[src/sv/rvnd_pkg.sv]
// Package: shared types and constants for the RTP VVC NAL depacketizer.
package rvnd_pkg;

  localparam int unsigned QueueDepth = 4;

  localparam logic [4:0] TypeAp   = 5'd28;
  localparam logic [4:0] TypeFu   = 5'd29;
  localparam logic [7:0] TypeMask = 8'h1f;
  localparam logic [7:0] TidMask  = 8'h07;

  typedef enum logic [1:0] {
    KIND_NONE   = 2'd0,
    KIND_SINGLE = 2'd1,
    KIND_AP     = 2'd2,
    KIND_FU     = 2'd3
  } kind_e;

  typedef enum logic [1:0] {
    FRAG_IDLE    = 2'd0,
    FRAG_COLLECT = 2'd1,
    FRAG_LOST    = 2'd2
  } frag_e;

  typedef enum logic [1:0] {
    AGG_LEN_HI = 2'd0,
    AGG_LEN_LO = 2'd1,
    AGG_DATA   = 2'd2
  } agg_e;

  typedef enum logic [2:0] {
    SL_PRE  = 3'd0,
    SL_SC0  = 3'd1,
    SL_SC1  = 3'd2,
    SL_SC2  = 3'd3,
    SL_SC3  = 3'd4,
    SL_D0   = 3'd5,
    SL_D1   = 3'd6,
    SL_POST = 3'd7
  } slot_e;

  localparam int unsigned NumSlots = 8;

  typedef struct packed {
    logic        pre_abort;
    logic        open;
    logic [31:0] stamp;
    logic        d0_valid;
    logic [7:0]  d0;
    logic        d0_last;
    logic        d1_valid;
    logic [7:0]  d1;
    logic        d1_last;
    logic        post_abort;
  } cmd_t;

endpackage

[src/sv/rvnd_if.sv]
// Interfaces: input payload word channel and output NAL word channel.
interface rvnd_in_if;
  logic        valid;
  logic        ready;
  logic [7:0]  payload_byte;
  logic        byte_first;
  logic        byte_last;
  logic [15:0] payload_len;
  logic [15:0] seq_num;
  logic        marker;
  logic [31:0] stamp_ms;
  modport source (output valid, payload_byte, byte_first, byte_last, payload_len,
                  seq_num, marker, stamp_ms, input ready);
  modport sink (input valid, payload_byte, byte_first, byte_last, payload_len,
                seq_num, marker, stamp_ms, output ready);
endinterface

interface rvnd_out_if;
  logic        valid;
  logic        ready;
  logic [7:0]  out_byte;
  logic        nal_first;
  logic        nal_last;
  logic        nal_abort;
  logic [31:0] nal_stamp;
  logic        run_last;
  modport source (output valid, out_byte, nal_first, nal_last, nal_abort, nal_stamp,
                  run_last, input ready);
  modport sink (input valid, out_byte, nal_first, nal_last, nal_abort, nal_stamp,
                run_last, output ready);
endinterface

[src/sv/rvnd_front.sv]
// Front: packet parser that turns each payload word into at most one output command.
module rvnd_front import rvnd_pkg::*; (
  input  logic       clk_i,
  input  logic       rst_ni,
  rvnd_in_if.sink    in_i,
  input  logic       full_i,
  output logic       push_o,
  output cmd_t       cmd_o
);

  logic [15:0] byte_pos_q, byte_pos_d;
  kind_e       pkt_kind_q, pkt_kind_d;
  logic [7:0]  hdr0_q, hdr0_d, hdr1_q, hdr1_d;
  frag_e       frag_q, frag_d;
  logic [15:0] prev_seq_q, prev_seq_d;
  logic        first_pkt_q, first_pkt_d;
  logic [15:0] agg_rem_q, agg_rem_d;
  agg_e        agg_q, agg_d;
  logic [7:0]  len_high_q, len_high_d;
  logic        drop_q, drop_d;
  logic        end_pend_q, end_pend_d;
  logic        in_pkt_q, in_pkt_d;
  logic        nal_open_q, nal_open_d;
  logic        gap_q, gap_d;
  logic [15:0] pkt_len_q, pkt_len_d;
  logic        pkt_marker_q, pkt_marker_d;
  logic [31:0] pkt_stamp_q, pkt_stamp_d;
  logic [7:0]  held_q, held_d;
  logic        held_v_q, held_v_d;

  logic        accept;
  cmd_t        cmd;

  assign in_i.ready = !full_i;
  assign accept     = in_i.valid && !full_i;

  always_comb begin
    logic [7:0]  b;
    logic [15:0] p;
    logic [4:0]  ntype;
    logic [15:0] fs;
    logic        go;
    b            = in_i.payload_byte;
    byte_pos_d   = byte_pos_q;
    pkt_kind_d   = pkt_kind_q;
    hdr0_d       = hdr0_q;
    hdr1_d       = hdr1_q;
    frag_d       = frag_q;
    prev_seq_d   = prev_seq_q;
    first_pkt_d  = first_pkt_q;
    agg_rem_d    = agg_rem_q;
    agg_d        = agg_q;
    len_high_d   = len_high_q;
    drop_d       = drop_q;
    end_pend_d   = end_pend_q;
    in_pkt_d     = in_pkt_q;
    nal_open_d   = nal_open_q;
    gap_d        = gap_q;
    pkt_len_d    = pkt_len_q;
    pkt_marker_d = pkt_marker_q;
    pkt_stamp_d  = pkt_stamp_q;
    held_d       = held_q;
    held_v_d     = held_v_q;
    cmd          = '0;
    p            = byte_pos_q;
    ntype        = b[7:3];
    fs           = {len_high_q, b};
    go           = 1'b1;

    if (in_i.byte_first) begin
      if (in_pkt_q && nal_open_q) begin
        cmd.pre_abort = 1'b1;
        nal_open_d    = 1'b0;
        held_v_d      = 1'b0;
        frag_d        = FRAG_IDLE;
      end
      in_pkt_d     = 1'b1;
      p            = '0;
      pkt_kind_d   = KIND_NONE;
      drop_d       = 1'b0;
      agg_d        = AGG_LEN_HI;
      pkt_len_d    = in_i.payload_len;
      pkt_marker_d = in_i.marker;
      pkt_stamp_d  = in_i.stamp_ms;
      if (first_pkt_q) begin
        gap_d       = 1'b0;
        first_pkt_d = 1'b0;
      end else begin
        gap_d = in_i.seq_num != prev_seq_q + 16'd1;
      end
      prev_seq_d = in_i.seq_num;
    end else if (!in_pkt_q) begin
      go = 1'b0;
    end
    cmd.stamp = pkt_stamp_d;

    if (go) begin
      if (p == 16'd0) begin
        hdr0_d = b;
      end else if (p == 16'd1) begin
        hdr1_d = b;
        if (ntype < TypeAp) begin
          pkt_kind_d    = KIND_SINGLE;
          cmd.pre_abort = nal_open_d;
          held_v_d      = 1'b0;
          frag_d        = FRAG_IDLE;
          cmd.open      = 1'b1;
          cmd.d0_valid  = 1'b1;
          cmd.d0        = hdr0_q;
          cmd.d1_valid  = 1'b1;
          cmd.d1        = b;
          cmd.d1_last   = in_i.byte_last;
          nal_open_d    = !in_i.byte_last;
        end else if (ntype == TypeAp) begin
          pkt_kind_d    = KIND_AP;
          cmd.pre_abort = nal_open_d;
          nal_open_d    = 1'b0;
          held_v_d      = 1'b0;
          frag_d        = FRAG_IDLE;
          agg_d         = AGG_LEN_HI;
        end else if (ntype == TypeFu) begin
          pkt_kind_d = KIND_FU;
        end else begin
          pkt_kind_d = KIND_NONE;
        end
      end else if (pkt_kind_q == KIND_SINGLE) begin
        cmd.d0_valid = 1'b1;
        cmd.d0       = b;
        cmd.d0_last  = in_i.byte_last;
        if (in_i.byte_last) nal_open_d = 1'b0;
      end else if (pkt_kind_q == KIND_AP) begin
        if (!drop_q) begin
          unique case (agg_q)
            AGG_LEN_HI: begin
              if ({1'b0, pkt_len_q} > {1'b0, p} + 17'd2) begin
                len_high_d = b;
                agg_d      = AGG_LEN_LO;
              end else begin
                drop_d = 1'b1;
              end
            end
            AGG_LEN_LO: begin
              if (fs == 16'd0 ||
                  {2'b0, pkt_len_q} < {2'b0, p} + 18'd1 + {2'b0, fs}) begin
                drop_d = 1'b1;
              end else begin
                agg_rem_d  = fs;
                agg_d      = AGG_DATA;
                cmd.open   = 1'b1;
                nal_open_d = 1'b1;
              end
            end
            default: begin
              agg_rem_d    = agg_rem_q - 16'd1;
              cmd.d0_valid = 1'b1;
              cmd.d0       = b;
              cmd.d0_last  = agg_rem_d == 16'd0;
              if (agg_rem_d == 16'd0) begin
                nal_open_d = 1'b0;
                agg_d      = AGG_LEN_HI;
              end
            end
          endcase
        end
      end else if (pkt_kind_q == KIND_FU) begin
        if (p == 16'd2) begin
          if (b[7]) begin
            cmd.pre_abort = nal_open_d;
            frag_d        = FRAG_COLLECT;
            cmd.open      = 1'b1;
            nal_open_d    = 1'b1;
            cmd.d0_valid  = 1'b1;
            cmd.d0        = hdr0_q;
            held_d        = ((b & TypeMask) << 3) | (hdr1_q & TidMask);
            held_v_d      = 1'b1;
            end_pend_d    = b[6] || pkt_marker_q;
          end else if (frag_q != FRAG_COLLECT) begin
            drop_d = 1'b1;
          end else if (gap_q) begin
            cmd.pre_abort = nal_open_d;
            nal_open_d    = 1'b0;
            held_v_d      = 1'b0;
            frag_d        = FRAG_LOST;
            drop_d        = 1'b1;
          end else begin
            end_pend_d = b[6];
          end
        end else if (!drop_q && frag_q == FRAG_COLLECT) begin
          cmd.d0_valid = held_v_q;
          cmd.d0       = held_q;
          held_d       = b;
          held_v_d     = 1'b1;
        end
      end

      if (in_i.byte_last) begin
        if (pkt_kind_d == KIND_FU) begin
          if (p >= 16'd2 && !drop_d && frag_d == FRAG_COLLECT && end_pend_d) begin
            if (held_v_d) begin
              if (!cmd.d0_valid) begin
                cmd.d0_valid = 1'b1;
                cmd.d0       = held_d;
                cmd.d0_last  = 1'b1;
              end else begin
                cmd.d1_valid = 1'b1;
                cmd.d1       = held_d;
                cmd.d1_last  = 1'b1;
              end
            end
            held_v_d   = 1'b0;
            nal_open_d = 1'b0;
            frag_d     = FRAG_IDLE;
          end
        end else if (pkt_kind_d == KIND_SINGLE || pkt_kind_d == KIND_AP) begin
          if (nal_open_d) begin
            cmd.post_abort = 1'b1;
            nal_open_d     = 1'b0;
            held_v_d       = 1'b0;
            frag_d         = FRAG_IDLE;
          end
          agg_d = AGG_LEN_HI;
        end
        in_pkt_d = 1'b0;
      end
      byte_pos_d = (p != 16'hffff) ? p + 16'd1 : p;
    end
  end

  assign cmd_o  = cmd;
  assign push_o = accept && (cmd.pre_abort || cmd.open || cmd.d0_valid ||
                             cmd.d1_valid || cmd.post_abort);

  always_ff @(posedge clk_i or negedge rst_ni) begin
    if (!rst_ni) begin
      byte_pos_q   <= '0;
      pkt_kind_q   <= KIND_NONE;
      hdr0_q       <= '0;
      hdr1_q       <= '0;
      frag_q       <= FRAG_IDLE;
      prev_seq_q   <= '0;
      first_pkt_q  <= 1'b1;
      agg_rem_q    <= '0;
      agg_q        <= AGG_LEN_HI;
      len_high_q   <= '0;
      drop_q       <= 1'b0;
      end_pend_q   <= 1'b0;
      in_pkt_q     <= 1'b0;
      nal_open_q   <= 1'b0;
      gap_q        <= 1'b0;
      pkt_len_q    <= '0;
      pkt_marker_q <= 1'b0;
      pkt_stamp_q  <= '0;
      held_q       <= '0;
      held_v_q     <= 1'b0;
    end else if (accept) begin
      byte_pos_q   <= byte_pos_d;
      pkt_kind_q   <= pkt_kind_d;
      hdr0_q       <= hdr0_d;
      hdr1_q       <= hdr1_d;
      frag_q       <= frag_d;
      prev_seq_q   <= prev_seq_d;
      first_pkt_q  <= first_pkt_d;
      agg_rem_q    <= agg_rem_d;
      agg_q        <= agg_d;
      len_high_q   <= len_high_d;
      drop_q       <= drop_d;
      end_pend_q   <= end_pend_d;
      in_pkt_q     <= in_pkt_d;
      nal_open_q   <= nal_open_d;
      gap_q        <= gap_d;
      pkt_len_q    <= pkt_len_d;
      pkt_marker_q <= pkt_marker_d;
      pkt_stamp_q  <= pkt_stamp_d;
      held_q       <= held_d;
      held_v_q     <= held_v_d;
    end
  end

endmodule

[src/sv/rvnd_queue.sv]
// Command queue between the parser and the output sequencer.
module rvnd_queue import rvnd_pkg::*; #(
  parameter int unsigned Depth = QueueDepth
) (
  input  logic clk_i,
  input  logic rst_ni,
  input  logic push_i,
  input  cmd_t cmd_i,
  output logic full_o,
  input  logic pop_i,
  output logic empty_o,
  output cmd_t head_o
);

  localparam int unsigned PtrW = (Depth > 1) ? $clog2(Depth) : 1;
  localparam int unsigned CntW = $clog2(Depth + 1);
  localparam logic [PtrW-1:0] LastPtr = PtrW'(Depth - 1);

  cmd_t            mem_q [Depth];
  logic [PtrW-1:0] wr_q, rd_q;
  logic [CntW-1:0] cnt_q;

  assign full_o  = cnt_q == CntW'(Depth);
  assign empty_o = cnt_q == '0;
  assign head_o  = mem_q[rd_q];

  always_ff @(posedge clk_i) begin
    if (push_i) mem_q[wr_q] <= cmd_i;
  end

  always_ff @(posedge clk_i or negedge rst_ni) begin
    if (!rst_ni) begin
      wr_q  <= '0;
      rd_q  <= '0;
      cnt_q <= '0;
    end else begin
      if (push_i) wr_q <= (wr_q == LastPtr) ? '0 : wr_q + 1'b1;
      if (pop_i) rd_q <= (rd_q == LastPtr) ? '0 : rd_q + 1'b1;
      if (push_i && !pop_i) cnt_q <= cnt_q + 1'b1;
      else if (pop_i && !push_i) cnt_q <= cnt_q - 1'b1;
    end
  end

endmodule

[src/sv/rvnd_back.sv]
// Back: expands each command into output words, one per cycle while the output is ready.
module rvnd_back import rvnd_pkg::*; (
  input  logic      clk_i,
  input  logic      rst_ni,
  input  logic      empty_i,
  input  cmd_t      head_i,
  output logic      pop_o,
  rvnd_out_if.source out_o
);

  logic [NumSlots-1:0] mask;
  logic [2:0]          slot_q, slot_d, cur;
  logic                has_more;
  logic                emit;
  logic [31:0]         latch_q;
  logic [7:0]          byte_n;
  logic                first_n, last_n, abort_n;

  logic        vld_q;
  logic [7:0]  byte_q;
  logic        first_q, last_q, abort_q, run_q;
  logic [31:0] stamp_q;

  assign mask = {head_i.post_abort, head_i.d1_valid, head_i.d0_valid,
                 {4{head_i.open}}, head_i.pre_abort};

  always_comb begin
    logic found;
    found    = 1'b0;
    cur      = slot_q;
    has_more = 1'b0;
    slot_d   = '0;
    for (int i = 0; i < NumSlots; i++) begin
      if (3'(i) >= slot_q && mask[i]) begin
        if (!found) begin
          cur   = 3'(i);
          found = 1'b1;
        end else if (!has_more) begin
          has_more = 1'b1;
          slot_d   = 3'(i);
        end
      end
    end
  end

  always_comb begin
    byte_n  = 8'h00;
    first_n = 1'b0;
    last_n  = 1'b0;
    abort_n = 1'b0;
    unique case (slot_e'(cur))
      SL_PRE, SL_POST: abort_n = 1'b1;
      SL_SC0: first_n = 1'b1;
      SL_SC1, SL_SC2: byte_n = 8'h00;
      SL_SC3: byte_n = 8'h01;
      SL_D0: begin
        byte_n = head_i.d0;
        last_n = head_i.d0_last;
      end
      SL_D1: begin
        byte_n = head_i.d1;
        last_n = head_i.d1_last;
      end
      default: byte_n = 8'h00;
    endcase
  end

  assign emit  = !empty_i && (!vld_q || out_o.ready);
  assign pop_o = emit && !has_more;

  always_ff @(posedge clk_i or negedge rst_ni) begin
    if (!rst_ni) begin
      vld_q   <= 1'b0;
      slot_q  <= '0;
      latch_q <= '0;
    end else begin
      if (emit) begin
        vld_q  <= 1'b1;
        slot_q <= has_more ? slot_d : 3'(SL_PRE);
        if (slot_e'(cur) == SL_SC0) latch_q <= head_i.stamp;
      end else if (out_o.ready) begin
        vld_q <= 1'b0;
      end
    end
  end

  always_ff @(posedge clk_i) begin
    if (emit) begin
      byte_q  <= byte_n;
      first_q <= first_n;
      last_q  <= last_n;
      abort_q <= abort_n;
      run_q   <= !has_more;
      stamp_q <= (slot_e'(cur) == SL_SC0) ? head_i.stamp : latch_q;
    end
  end

  assign out_o.valid     = vld_q;
  assign out_o.out_byte  = byte_q;
  assign out_o.nal_first = first_q;
  assign out_o.nal_last  = last_q;
  assign out_o.nal_abort = abort_q;
  assign out_o.nal_stamp = stamp_q;
  assign out_o.run_last  = run_q;

endmodule

[src/sv/rtp_vvc_nal_depacketizer.sv]
// Top level: RTP VVC payload to Annex-B NAL word stream.
// Accepts one payload word per cycle while the command queue has room.
// Each word yields zero to seven output words, delivered by the output sequencer
// one per cycle while the sink is ready, through the queue and output register.
// Sustained rate is bounded by output words: start-code bursts fill the queue.
// Asynchronous active-low reset clears parser state, queue pointers and output valid.
module rtp_vvc_nal_depacketizer import rvnd_pkg::*; #(
  parameter int unsigned QDepth = QueueDepth
) (
  input  logic       clk_i,
  input  logic       rst_ni,
  rvnd_in_if.sink    in_i,
  rvnd_out_if.source out_o
);

  logic push, full, pop, empty;
  cmd_t cmd, head;

  rvnd_front u_front (
    .clk_i  (clk_i),
    .rst_ni (rst_ni),
    .in_i   (in_i),
    .full_i (full),
    .push_o (push),
    .cmd_o  (cmd)
  );

  rvnd_queue #(.Depth(QDepth)) u_queue (
    .clk_i   (clk_i),
    .rst_ni  (rst_ni),
    .push_i  (push),
    .cmd_i   (cmd),
    .full_o  (full),
    .pop_i   (pop),
    .empty_o (empty),
    .head_o  (head)
  );

  rvnd_back u_back (
    .clk_i   (clk_i),
    .rst_ni  (rst_ni),
    .empty_i (empty),
    .head_i  (head),
    .pop_o   (pop),
    .out_o   (out_o)
  );

endmodule

[src/flat_wrapper.sv]
// flat-port wrapper written by rule: the top's interface ports become plain ports
module rtp_vvc_nal_depacketizer_flat import rvnd_pkg::*;
#(
  parameter int unsigned QDepth = QueueDepth
)
  (clk_i, rst_ni, in_i_valid, in_i_payload_byte, in_i_byte_first, in_i_byte_last, in_i_payload_len, in_i_seq_num, in_i_marker, in_i_stamp_ms, in_i_ready, out_o_valid, out_o_out_byte, out_o_nal_first, out_o_nal_last, out_o_nal_abort, out_o_nal_stamp, out_o_run_last, out_o_ready);
  rvnd_in_if in_i_i ();
  rvnd_out_if out_o_i ();
  input  logic clk_i;
  input  logic rst_ni;
  input wire logic [$bits(in_i_i.valid)-1:0] in_i_valid;
  input wire logic [$bits(in_i_i.payload_byte)-1:0] in_i_payload_byte;
  input wire logic [$bits(in_i_i.byte_first)-1:0] in_i_byte_first;
  input wire logic [$bits(in_i_i.byte_last)-1:0] in_i_byte_last;
  input wire logic [$bits(in_i_i.payload_len)-1:0] in_i_payload_len;
  input wire logic [$bits(in_i_i.seq_num)-1:0] in_i_seq_num;
  input wire logic [$bits(in_i_i.marker)-1:0] in_i_marker;
  input wire logic [$bits(in_i_i.stamp_ms)-1:0] in_i_stamp_ms;
  output wire logic [$bits(in_i_i.ready)-1:0] in_i_ready;
  output wire logic [$bits(out_o_i.valid)-1:0] out_o_valid;
  output wire logic [$bits(out_o_i.out_byte)-1:0] out_o_out_byte;
  output wire logic [$bits(out_o_i.nal_first)-1:0] out_o_nal_first;
  output wire logic [$bits(out_o_i.nal_last)-1:0] out_o_nal_last;
  output wire logic [$bits(out_o_i.nal_abort)-1:0] out_o_nal_abort;
  output wire logic [$bits(out_o_i.nal_stamp)-1:0] out_o_nal_stamp;
  output wire logic [$bits(out_o_i.run_last)-1:0] out_o_run_last;
  input wire logic [$bits(out_o_i.ready)-1:0] out_o_ready;
  assign in_i_i.valid = in_i_valid;
  assign in_i_i.payload_byte = in_i_payload_byte;
  assign in_i_i.byte_first = in_i_byte_first;
  assign in_i_i.byte_last = in_i_byte_last;
  assign in_i_i.payload_len = in_i_payload_len;
  assign in_i_i.seq_num = in_i_seq_num;
  assign in_i_i.marker = in_i_marker;
  assign in_i_i.stamp_ms = in_i_stamp_ms;
  assign in_i_ready = in_i_i.ready;
  assign out_o_valid = out_o_i.valid;
  assign out_o_out_byte = out_o_i.out_byte;
  assign out_o_nal_first = out_o_i.nal_first;
  assign out_o_nal_last = out_o_i.nal_last;
  assign out_o_nal_abort = out_o_i.nal_abort;
  assign out_o_nal_stamp = out_o_i.nal_stamp;
  assign out_o_run_last = out_o_i.run_last;
  assign out_o_i.ready = out_o_ready;
  rtp_vvc_nal_depacketizer #(.QDepth(QDepth)) u_core (.clk_i(clk_i), .rst_ni(rst_ni), .in_i(in_i_i), .out_o(out_o_i));
endmodule
[config.mk]
export PLATFORM = sky130hd
export DESIGN_NAME = rtp_vvc_nal_depacketizer_flat
export DESIGN_NICKNAME = d
export VERILOG_FILES = /design/src/sv/rvnd_pkg.sv /design/src/sv/rvnd_if.sv /design/src/sv/rvnd_front.sv /design/src/sv/rvnd_queue.sv /design/src/sv/rvnd_back.sv /design/src/sv/rtp_vvc_nal_depacketizer.sv /design/src/flat_wrapper.sv
export SDC_FILE = /design/constraint.sdc
export NUM_CORES = 1
export LEC_CHECK = 0
export ABC_AREA = 1
export BUFFER_PORTS_ARGS = -buffer_cell sky130_fd_sc_hd__buf_2
export CORE_MARGIN = 4
export CORE_UTILIZATION = 56
export CTS_BUF_LIST = sky130_fd_sc_hd__clkbuf_4 sky130_fd_sc_hd__clkbuf_8 sky130_fd_sc_hd__clkbuf_16
export DETAILED_ROUTE_END_ITERATION = 8
export PLACE_DENSITY = 0.77
export SETUP_SLACK_MARGIN = 0.05
export SYNTH_ARGS = -nofsm -noshare
export SYNTH_HDL_FRONTEND = slang
export SYNTH_SLANG_ARGS = --single-unit
export TNS_END_PERCENT = 10
[constraint.sdc]
create_clock -name clk_i -period 5.6 [get_ports clk_i]
set_input_delay 0.84 -clock clk_i [delete_from_list [all_inputs] [get_ports clk_i]]
set_output_delay 0.84 -clock clk_i [all_outputs]
set_load 0.005 [all_outputs]
---- Word-level counts from Yosys, hierarchy flattened ----
Memory sizes are Yosys's and may differ from the RTL's.
Cells that the tools add are included.
operators by class
  shifts and indexed selects .............. 0
  equality and inequality tests ........... 25
  reduce and logical (&&, ||, !) cells .... 52
  bitwise logic cells ..................... 6
  $mul .................................... 0
  muxes and demuxes ....................... 250
  $add $sub $neg .......................... 10
  divide/modulo/power cells ............... 0
  $lt $le $gt $ge ......................... 12
operators with widths
  cell                                                                    count
  1-bit 2-to-1 mux                                                        123
  3-bit 2-to-1 mux                                                        36
  2-bit 2-to-1 mux                                                        51
  20-bit 2-to-1 mux                                                       5
  9-bit 2-to-1 mux                                                        8
  32-bit 2-to-1 mux                                                       2
  8-bit 2-to-1 mux                                                        8
  10-bit 2-to-1 mux                                                       6
  16-bit logical NOT                                                      3
  16-bit 2-to-1 mux                                                       3
  21-bit 2-to-1 mux                                                       2
  16-bit by 1-bit adder with 16-bit output, second input constant         2
  16-bit case mux with 2 select lines                                     1
  8-bit case mux with 3 select lines                                      1
  1-bit logical AND                                                       19
  17-bit by 16-bit adder with 18-bit output                               1
  16-bit by 18-bit less-than comparator with 1-bit output                 1
  9-bit AND reduction                                                     2
  16-bit by 1-bit adder with 17-bit output, second input constant         1
  16-bit by 2-bit adder with 17-bit output, second input constant         1
  16-bit by 17-bit greater-than comparator with 1-bit output              1
  16-bit by 1-bit == test with 1-bit output, second input constant        1
  16-bit by 2-bit == test with 1-bit output, second input constant        1
  16-bit by 2-bit >= comparator with 1-bit output, second input constant  1
  30 further kinds                                                        75
word-level totals
  bits of input ports ..................... 79
  bits in latches ......................... 0
  memory bits (read-only) ................. 0
  memories kept ........................... 1
  register bits ........................... 224
  memory bits (writable) .................. 220
  output and inout bits ................... 46
memory list
  name                  depth  bits a word  read ports  clocked after Yosys merged registers in  write ports  RTL line          RTL
  u_core.u_queue.mem_q  4      55           1           0                                        1            rvnd_queue.sv:19  cmd_t mem_q [Depth];

---- Logic depth before layout (Yosys ltp) ----
Gate-level depths: netlist of run 1.
  depth in word-level cells ............... 29
  gate-level depth with buffers ........... 39

---- Modules after synthesis ----
A second synthesis of run 1 with hierarchy kept.
unflattened totals
  cells, all modules ...................... 2702
  area, all modules ....................... 23740.3 um^2
by module, submodules not included
  module      instances  cells an instance  area an instance (um^2)
  rvnd_front  1          1525               10347.4
  rvnd_queue  1          694                9197.6
  rvnd_back   1          483                4195.3

---- Worst setup path after synthesis of run 1 ----
No wires, ideal clock.
  path type ............................... in2reg
  start ................................... in in_i_byte_first
  end ..................................... mem u_core.u_queue.mem_q[3][0] in the netlist's numbering (enable)
  library setup time ...................... 0.468 ns
  path slack .............................. -1.171 ns
  stages .................................. 30
  data arrival time ....................... 6.303 ns
  path through ............................ buf_6 > nor2_1 > ha_1 > nand3_1 > nand2_1 > a31o_2 > a21oi_1 > o21ai_0 > xnor2_1 > ha_1 > nand2_1 > inv_1 > nand2_1 > nor2_1 > nand2_1 > nand3_1 > nand2_1 > nand2_1 > nand2_1 > nand2_1 > nand3_1 > nand3_1 > nand2_1 > nand2_1 > nand3_4 > nand2_2 > nand2_2 > nand2_2 > nand2_4 > nor2_1
on the way
  word-level cells in the longest chain between the ends .. 27
  elaborated cells between the ends (all ways) .. 133
ends and longest elaborated chain
  what                                                     RTL line            RTL
  start, declared                                          flat_wrapper.sv:13  input wire logic [$bits(in_i_i.byte_first)-1:0] in_i_byte_first;
  16-bit 2-to-1 mux                                        rvnd_front.sv:70    if (in_i.byte_first) begin
  16-bit by 1-bit adder with 17-bit output                 rvnd_front.sv:144   {2'b0, pkt_len_q} < {2'b0, p} + 18'd1 + {2'b0, fs}) begin
  17-bit by 16-bit adder with 18-bit output                rvnd_front.sv:144
  16-bit by 18-bit less-than comparator with 1-bit output  rvnd_front.sv:144
  1-bit logical OR                                         rvnd_front.sv:143   if (fs == 16'd0 ||
  1-bit 2-to-1 mux                                         rvnd_front.sv:143
  1-bit case mux with 2 select lines                       rvnd_front.sv:133   unique case (agg_q)
  1-bit 2-to-1 mux                                         rvnd_front.sv:132   if (!drop_q) begin
  [... 10 more ...]                                        -
  20-bit 2-to-1 mux                                        rvnd_front.sv:197   if (pkt_kind_d == KIND_FU) begin
  21-bit 2-to-1 mux                                        rvnd_front.sv:196   if (in_i.byte_last) begin
  21-bit 2-to-1 mux                                        rvnd_front.sv:97    if (go) begin
  1-bit logical OR (2 in a row)                            rvnd_front.sv:230   assign push_o = accept && (cmd.pre_abort || cmd.open || cmd.d0_valid ||
  1-bit logical OR *                                       rvnd_front.sv:231   cmd.d1_valid || cmd.post_abort);
  1-bit logical AND *                                      rvnd_front.sv:230
  1-bit 2-to-1 mux *                                       rvnd_queue.sv:28    if (push_i) mem_q[wr_q] <= cmd_i;
  1-bit 2-to-1 mux (implied by the code) *                 rvnd_queue.sv:28
  end, declared                                            rvnd_queue.sv:19
Every way passes the cells marked *; elsewhere a longest branch is shown, timed or not. The select of a mux whose other input is x is not followed.

---- Final worst setup path of run 1 ----
  start ................................... in in_i_byte_first
  end ..................................... reg u_core.u_queue.cnt_q[2]
on the way
  word-level cells in the longest chain between the ends .. 28
  elaborated cells between the ends (all ways) .. 136
ends and longest elaborated chain
  what                                                     RTL line                        RTL
  16-bit 2-to-1 mux                                        rvnd_front.sv:70
  16-bit by 1-bit adder with 17-bit output                 rvnd_front.sv:144
  17-bit by 16-bit adder with 18-bit output                rvnd_front.sv:144
  16-bit by 18-bit less-than comparator with 1-bit output  rvnd_front.sv:144
  1-bit logical OR                                         rvnd_front.sv:143
  1-bit 2-to-1 mux                                         rvnd_front.sv:143
  1-bit case mux with 2 select lines                       rvnd_front.sv:133
  1-bit 2-to-1 mux                                         rvnd_front.sv:132
  [... 12 more ...]                                        -
  21-bit 2-to-1 mux                                        rvnd_front.sv:97
  1-bit logical OR (2 in a row)                            rvnd_front.sv:230
  1-bit logical OR *                                       rvnd_front.sv:231
  1-bit logical AND *                                      rvnd_front.sv:230
  via u_core.push                                          rtp_vvc_nal_depacketizer.sv:16  logic push, full, pop, empty;
  1-bit logical NOT                                        rvnd_queue.sv:40                else if (pop_i && !push_i) cnt_q <= cnt_q - 1'b1;
  1-bit logical AND                                        rvnd_queue.sv:40
  2-bit nonzero test (no line)                             -
  end signal, assigned                                     rvnd_queue.sv:39                if (push_i && !pop_i) cnt_q <= cnt_q + 1'b1;
  end signal, assigned                                     rvnd_queue.sv:40
  end, declared                                            rvnd_queue.sv:21                logic [CntW-1:0] cnt_q;
Mark *: on every way through the listed nets, which the timed path passes. The rest lies on a longest branch. The select of a mux whose other input is x is not followed.
A chain may end at the register's enable or synchronous reset.

==> impl_results.md, run 1 <==
* Ys flop type: edfxtp_1
* Crit path required time at around 6.1 ns
* Vias in the first global route at 17717
* Mapped Nets at 2673
* Final hold vios at 0
* Iter 0 DRT Violations at 1840
* RSZ-0062 raised after global routing: false
* Post-CTS Resized at 0
* Post-CTS Setup Repair Bufs at 0
* Share of post-route cells with drive strength above 1 at 0.139
* DRC at 0
* Ys async rst share at 0.405
* Worst setup margin at 0.577 ns
* Post-route cell area at approximately 26000 µm²
* Crit Path Class: input port to flip-flop
* Final setup fails at 0
* Post-Syn Instances at about 2500
* Multiplexer area fraction after synthesis at 0
* # hold bufs at CTS at 0
* Largest net degree at the start of global routing at approximately 110
* Gr usage total at 0.256
* Synth top area share at 0.349
* Register area share after synthesis at 0.547
* Fin nets at 2831
* Synth cell types at 57
* CP Launch Type: input port
* Synth Area in Adders at 0.0337
* Max-slew violations at 0
* Initial cell density of the core at 0.569
* Synth Area in Compound Gates at 0.131
* Pwr Total at 12300 µW
* Crit path DAT at 5.49 ns
* Top cell type by total area after synthesis: edfxtp_1
* Sequential share of power at 0.385
* Worst slack, placed at between 0.03 and 0.04 ns
* 1st-pass router iterations at 5
* Synth warn at 0
* Number of flops mapped to enable cells by yosys at 264
* Clock tree buffer depth at 3
* Maximum vdd drop at between 0.0004 and 0.0005 V
* Routed wire length at 57000 µm
* Die height at 209 µm
* Area of the multi-input gates at 8980 µm²
* Clock transition at the registers of the reported paths at 0.06 ns
* HPWL Detailed at about 38000 µm
* Latest clock arrival within the worst-skew pair at 0.59 ns
* IO buf count at 124
* Clock Sinks at 444
* CTS tree: yes
* H-Tree Depth at 2
* Status: finished clean
* Area grow syn2layout at 14.5%
* FF+latch area at 12400 µm²
* Initial antenna violation count at 0
* Post-layout min period at ~5 ns
* Slowest-stage cell, CP: fa_1
* Internal Power at a little under 8000 µW
* Crit end category: flip-flop
* Placer Congestion at 0.954
* Dominant cells by area after synthesis: edfxtp_1 35%, dfrtp_1 20%, nand2_1 12%, o21ai_0 5.6%, inv_1 3.7%
* Die Wd at 209 µm
* Synth Area in Simple Gates at 0.202
* Sw Ratio at 0.375
* Syn Area/Cell at 8.96 µm²
* Tcrit/Tclk final at 0.897
* CTS root buf: clkbuf_16
* Worst-path maximum fanout at 10
* Avg WL per Cell at 17.5 µm
* WHS at 0.328 ns
* Fillers at 3126
* Row cnt at 73
* Clock share of power at 0.257
* Global-route wire length before repair at 91300 µm
* Combinational fraction of design power at 0.358
* Worst-margin pin slew at around 1.2 ns
* #FFs+latches synth at 444
* Net switching power at 4610 µW
* Slew headroom at 0.233
* Total CTS buffers at 46
* Lkg Pwr at between 0.01 and 0.015 µW
* Die area at 43800 µm²
* Ports at 125
* Crit-path max cell delay at 0.43 ns
* Pwr dens at 473 nW/µm²
* Fmax at ~0.2 GHz
* Via density at 5.61
* XOR/XNOR Fraction of Synth Area at 0.0266
* Core Area at 39900 µm²
* Most frequent cells after synthesis: 749 x nand2_1, 264 x edfxtp_1, 255 x o21ai_0
* Hold Crit Class: input port to asynchronous set/reset pin
* Combinational family with the most area after synthesis: simple AND/OR/NAND/NOR gates
* Vias at 18255
* Grt ovf at 0
* Final ANT Viol Nets at 0
* Top-count cell post-synth: nand2_1
* Area after DPL at ~24000 µm²
* Max_cap viols at 0
* Skew final at 0.0266 ns
* CP dominant cell by count: nand2_1
* Post-Syn Area at 22700 µm²
==> stage by stage <==
| stage | setup TNS (ns) | cells | util |
|---|---|---|---|
| final | 0 | 3256 | 0.651 |
| after global routing | 0 | 3255 | 0.651 |
| after CTS | 0 | 3255 | 0.651 |
| after detailed placement | 0 | 3169 | 0.611 |
| after global placement | 0 | 3169 | 0.611 |
| after floorplan | -56.34 | 2534 | - |
==> cell families (layout without fill, tap and decap cells) <==
family,after synthesis,after routing
AO/OA/AOI/OAI,508,508
XOR/XNOR,69,69
adder cells (fa/ha/maj),60,60
buffers and inverters,340,536
flip-flops,444,444
other,0,1
AND/OR/NAND/NOR,1113,1113
==> layer usage <==
metal	wire length, µm	global-route usage
met2	27500	0.427
met1	24000	0.346
met3	4070	0.0432
met4	1420	0.0788
met5	0	0
==> registers in the layout, indices dropped and copies added, names as in the netlist, 3 cells and up <==
name,count
u_core.u_front.hdr0_q,8
u_core.u_front.held_q,8
u_core.u_back.out_o.nal_stamp,32
u_core.u_front.pkt_stamp_q,32
u_core.u_front.pkt_len_q,16
u_core.u_front.len_high_q,8
u_core.u_front.agg_rem_q,16
u_core.u_back.slot_q,3
u_core.u_front.byte_pos_q,16
u_core.u_back.latch_q,32
u_core.u_front.hdr1_q,3
u_core.u_queue.mem_q,220
u_core.u_front.prev_seq_q,16
u_core.u_queue.cnt_q,3
u_core.u_back.out_o.out_byte,8
==> layout by cell type (no fill, tap or decap), types with 78 or more instances in the layout <==
cell / Yosys / final
a21oi_1: 105 / 105
buf_2: 9 / 123
buf_4: 2 / 78
dfrtp_1: 179 / 178
edfxtp_1: 264 / 264
inv_1: 222 / 221
nand2_1: 749 / 748
nand3_1: 83 / 83
nor2_1: 189 / 184
o21ai_0: 255 / 255
==> critical path, delay by kind of cell <==
kind	cells	cell delay, ns
AOI/OAI and AO/OA	6	1.04
xor gates and xnor gates	2	0.30
adders and majority gates	3	0.86
buffers and inverters	7	0.61
and+or+nand+nor	21	1.84
==> worst paths after layout <==
check	startpoint	depth (start not counted)	slack (ns)	to
worst min register to register	u_core.u_front.first_pkt_q	2	0.45	u_core.u_front.first_pkt_q
worst min-delay path	rst_ni	1	0.33	u_core.u_back.out_o.valid
max in group asynchronous	rst_ni	2	4.27	u_core.u_front.len_high_q[1]
worst max-delay path	in_i_byte_first	39	0.58	u_core.u_queue.cnt_q[2]
min in group clk_i	u_core.u_front.first_pkt_q	2	0.45	u_core.u_front.first_pkt_q
worst max register to register	u_core.u_front.byte_pos_q[6]	38	0.67	u_core.u_queue.cnt_q[2]
==> final cells by class <==
class / instances / area share
Clock inverter: 26 / 0.0119
Antenna cell: 1 / 0.0000962
Sequential cell: 444 / 0.478
Inverter: 237 / 0.0343
Clock buffer: 60 / 0.0495
Multi-Input combinational cell: 1750 / 0.346
Timing Repair Buffer: 213 / 0.0552
Tap cell: 525 / 0.0253
==> power by group through the flow <==
stage               Combinational [µW]  Clock (µW)  Sequential, µW
detailed placement                4370           0            4780
finish                            4400        3160            4740
global route                      4970        3360            4800
global placement                  4220           0            4760
floorplan                         3100           0            4690
CTS                               4410        3210            4730
Note: power is estimated with default switching activity, not from simulation.
==> run 2, diff against run 1 <==
Settings changed: ABC_AREA 1 to unset.
==> impl_results.md, run 2 <==
* Grt ovf at 0
* DRC at 0
* Syn Area/Cell at ~13 µm²
* Die Wd at 208 µm
* Post-layout min period at around 5.6 ns
* Synth warn at 0
* Die height at ~210 µm
* Internal Power at between 8000 and 9000 µW
* #FFs+latches synth at 444
* Top-count cell post-synth: edfxtp_1
* Reg2reg path depth at 27
* Final setup fails at 1
* Most common cell after layout, fill and taps aside: edfxtp_1
* Tcrit/Tclk final at 1.00
* Area after DPL at 24600 µm²
* CTS tree: yes
* Final hold vios at 0
* Levels on crit path at 29
* Worst slack, placed at -0.821 ns
* Fmax at 0.178 GHz
* H-Tree Depth at 2
* Max FFs per register at 220
* Max_cap viols at 0
* Register-to-register setup slack at approximately 0.070 ns
* Worst-path maximum fanout at 6
* Post-Syn Area at around 22000 µm²
* Clock share of power at 0.253
* Routed wire length at 57100 µm
* Maximum vdd drop at between 0.0002 and 0.0003 V
* Global-route wire length before repair at 89200 µm
* Most frequent cells after synthesis: 264 x edfxtp_1, 179 x dfrtp_1, 174 x mux2_2
* IO buf count at about 120
* Worst setup margin at -0.0130 ns
* Mapped Nets at 1914
* Vias in the first global route at 15989
* Fin nets at 2151
* Sequential share of power at 0.413
* Skew final at 0.0309 ns
* Most frequent cells in the layout: 264 x edfxtp_1, 177 x dfrtp_1, 173 x mux2_2
* Slew headroom at 0.321
* Placer Congestion at 0.963
* Status: finished, violations left
* Die area at 43300 µm²
* Crit path buf inv count at 5
* CTS root buf: clkbuf_16
* Synth cell types at 88
* Row cnt at 73
* Iter 0 DRT Violations at 1567
* CP dominant cell by count: xor2_1
* Hold Crit Class: input port to asynchronous set/reset pin
* Pwr dens at ~450 nW/µm²
* Largest net degree at the start of global routing at 92
* Clock Sinks at about 440
* Crit path required time at 6.05 ns
* Ys flop type: edfxtp_1
* Slowest-stage cell, CP: o31ai_4
* Combinational fraction of design power at 0.333
* Vias at 15947
* Sw Ratio at 0.329
* Clock tree buffer depth at 3
* # hold bufs at CTS at 0
* Worst reg2reg startpoint: u_core.u_front.byte_pos_q[1]
* Top cell type by total area after synthesis: edfxtp_1
* CP Launch Type: input port
* Total CTS buffers at 46
* Final ANT Viol Nets at 0
* Clock transition at the registers of the reported paths at 0.06 ns
* Ports at approximately 130
* Share of post-route cells with drive strength above 1 at 0.333
* HPWL Detailed at 37900 µm
* Register area share after synthesis at 0.555
* R2r endpoint: u_core.u_queue.cnt_q[2]
* Gr usage total at 0.257
* Post-route cell area at 26600 µm²
* Crit path DAT at 6.06 ns
* Crit end category: flip-flop
* Initial cell density of the core at 0.565
* CP delay by family, top: compound AO/OA/AOI/OAI gates
* Fillers at 2807
* 1st-pass router iterations at 8
* Ys async rst share at 0.405
* Ant diodes at 0
* Dominant cells by area after synthesis: edfxtp_1 35%, dfrtp_1 20%, mux2_2 8.7%, mux4_2 5.4%, ha_1 3.2%
* Area grow syn2layout at 18.5%
* Lkg Pwr at 0.0105 µW
* Via density at 6.19
* Failing checks: setup timing
* Max-slew violations at 0
* Avg WL per Cell at about 22 µm
* Core Area at ~40000 µm²
* Crit Path Class: input port to flip-flop
* Top reg by flops: u_core.u_queue.mem_q
* Number of flops mapped to enable cells by yosys at 264
* Net switching power at 3960 µW
* Post-Syn Instances at 1775
* Synth top area share at 0.354
* Crit-path max cell delay at 0.39 ns
* Latest clock arrival within the worst-skew pair at 0.59 ns
* Worst-margin pin slew at 1.02 ns
* Initial antenna violation count at 0
* RSZ-0062 raised after global routing: true
==> run 2: layout make-up <==
cell class / count / area (µm²) / share of cell area
Sequential cell: 444 / 12400 / 0.468
Multi-Input combinational cell: 1178 / 9700 / 0.365
Timing Repair Buffer: 286 / 2030 / 0.0763
Clock buffer: 59 / 1280 / 0.0482
Tap cell: 525 / 657 / 0.0247
Clock inverter: 27 / 243 / 0.00914
Inverter: 56 / 213 / 0.00801
==> run 2: logic make-up after synthesis <==
| family | count (synthesis) | share of synthesized area |
|---|---|---|
| adder cells (fa/ha/maj) | 64 | 0.0359 |
| AND/OR/NAND/NOR | 481 | 0.107 |
| XOR/XNOR | 75 | 0.0293 |
| buffers and inverters | 153 | 0.0269 |
| multiplexers | 242 | 0.149 |
| flip-flops | 444 | 0.555 |
| AO/OA/AOI/OAI | 316 | 0.0972 |
==> run 2: worst max-delay path by stage <==
stage,startpoint,end
2_1_floorplan,in_i_byte_first,u_core.u_queue.mem_q[0][0]
3_3_place_gp,in_i_payload_byte[0],u_core.u_queue.cnt_q[2]
3_5_place_dp,in_i_payload_byte[0],u_core.u_queue.cnt_q[2]
4_1_cts,u_core.u_front.byte_pos_q[0],u_core.u_queue.cnt_q[2]
5_1_grt,in_i_byte_first,u_core.u_queue.cnt_q[2]
6_report,in_i_byte_first,u_core.u_queue.cnt_q[2]
==> run 2: routing by layer <==
layer	vias to the layer above	GRT usage	part of all wire
met5	-	0	0
met3	149	0.0392	0.071
li1	7183	-	-
met1	7870	0.348	0.40
met2	745	0.429	0.49
met4	0	0.0906	0.033
==> run 2: power by group through the flow <==
stage / clock, µW / sequential [µW] / combinational (µW)
after floorplan: 0 / 4780 / 2800
after global placement: 0 / 4960 / 3690
after detailed placement: 0 / 5020 / 3830
after CTS: 3110 / 4970 / 3930
after global routing: 3240 / 5060 / 4350
final: 3050 / 4980 / 4010
==> run 2: through the flow <==
step	hold WS [ns]	util	setup TNS (ns)	instances	total power (µW)
after floorplan	0.459	-	-183.74	1775	7580
after global placement	0.468	0.622	-89.63	2471	8650
after detailed placement	0.483	0.622	-142.57	2471	8850
after CTS	0.353	0.664	0	2567	12000
after global routing	0.380	0.670	-3.84	2575	12600
final	0.304	0.670	-0.0130	2575	12000
==> run 2: worst register-to-register path: stages (launching register included) <==
cell	delay, ns
dfrtp_1	0.35
nor2b_4	0.18
ha_4	0.21
nor2b_4	0.14
o31ai_4	0.39
o211ai_1	0.18
a211oi_2	0.31
o31ai_2	0.15
o41ai_2	0.37
buf_4	0.18
o211ai_1	0.12
a21oi_2	0.17
xor2_1	0.08
ha_2	0.36
o21ai_2	0.07
a221oi_2	0.24
and4_4	0.29
nand4b_1	0.18
a31oi_4	0.23
nor3_2	0.07
o21a_4	0.21
inv_2	0.06
ha_4	0.13
inv_2	0.03
fa_2	0.33
xor2_1	0.16
nor2_1	0.07
xor2_1	0.16
==> run 2: what timing repair did <==
item	4_1_cts	5_1_grt
setup buffers	10	7
gates cloned	0	1
setup endpoints to repair	129	276
resized for setup	19	36
pin swaps	21	23
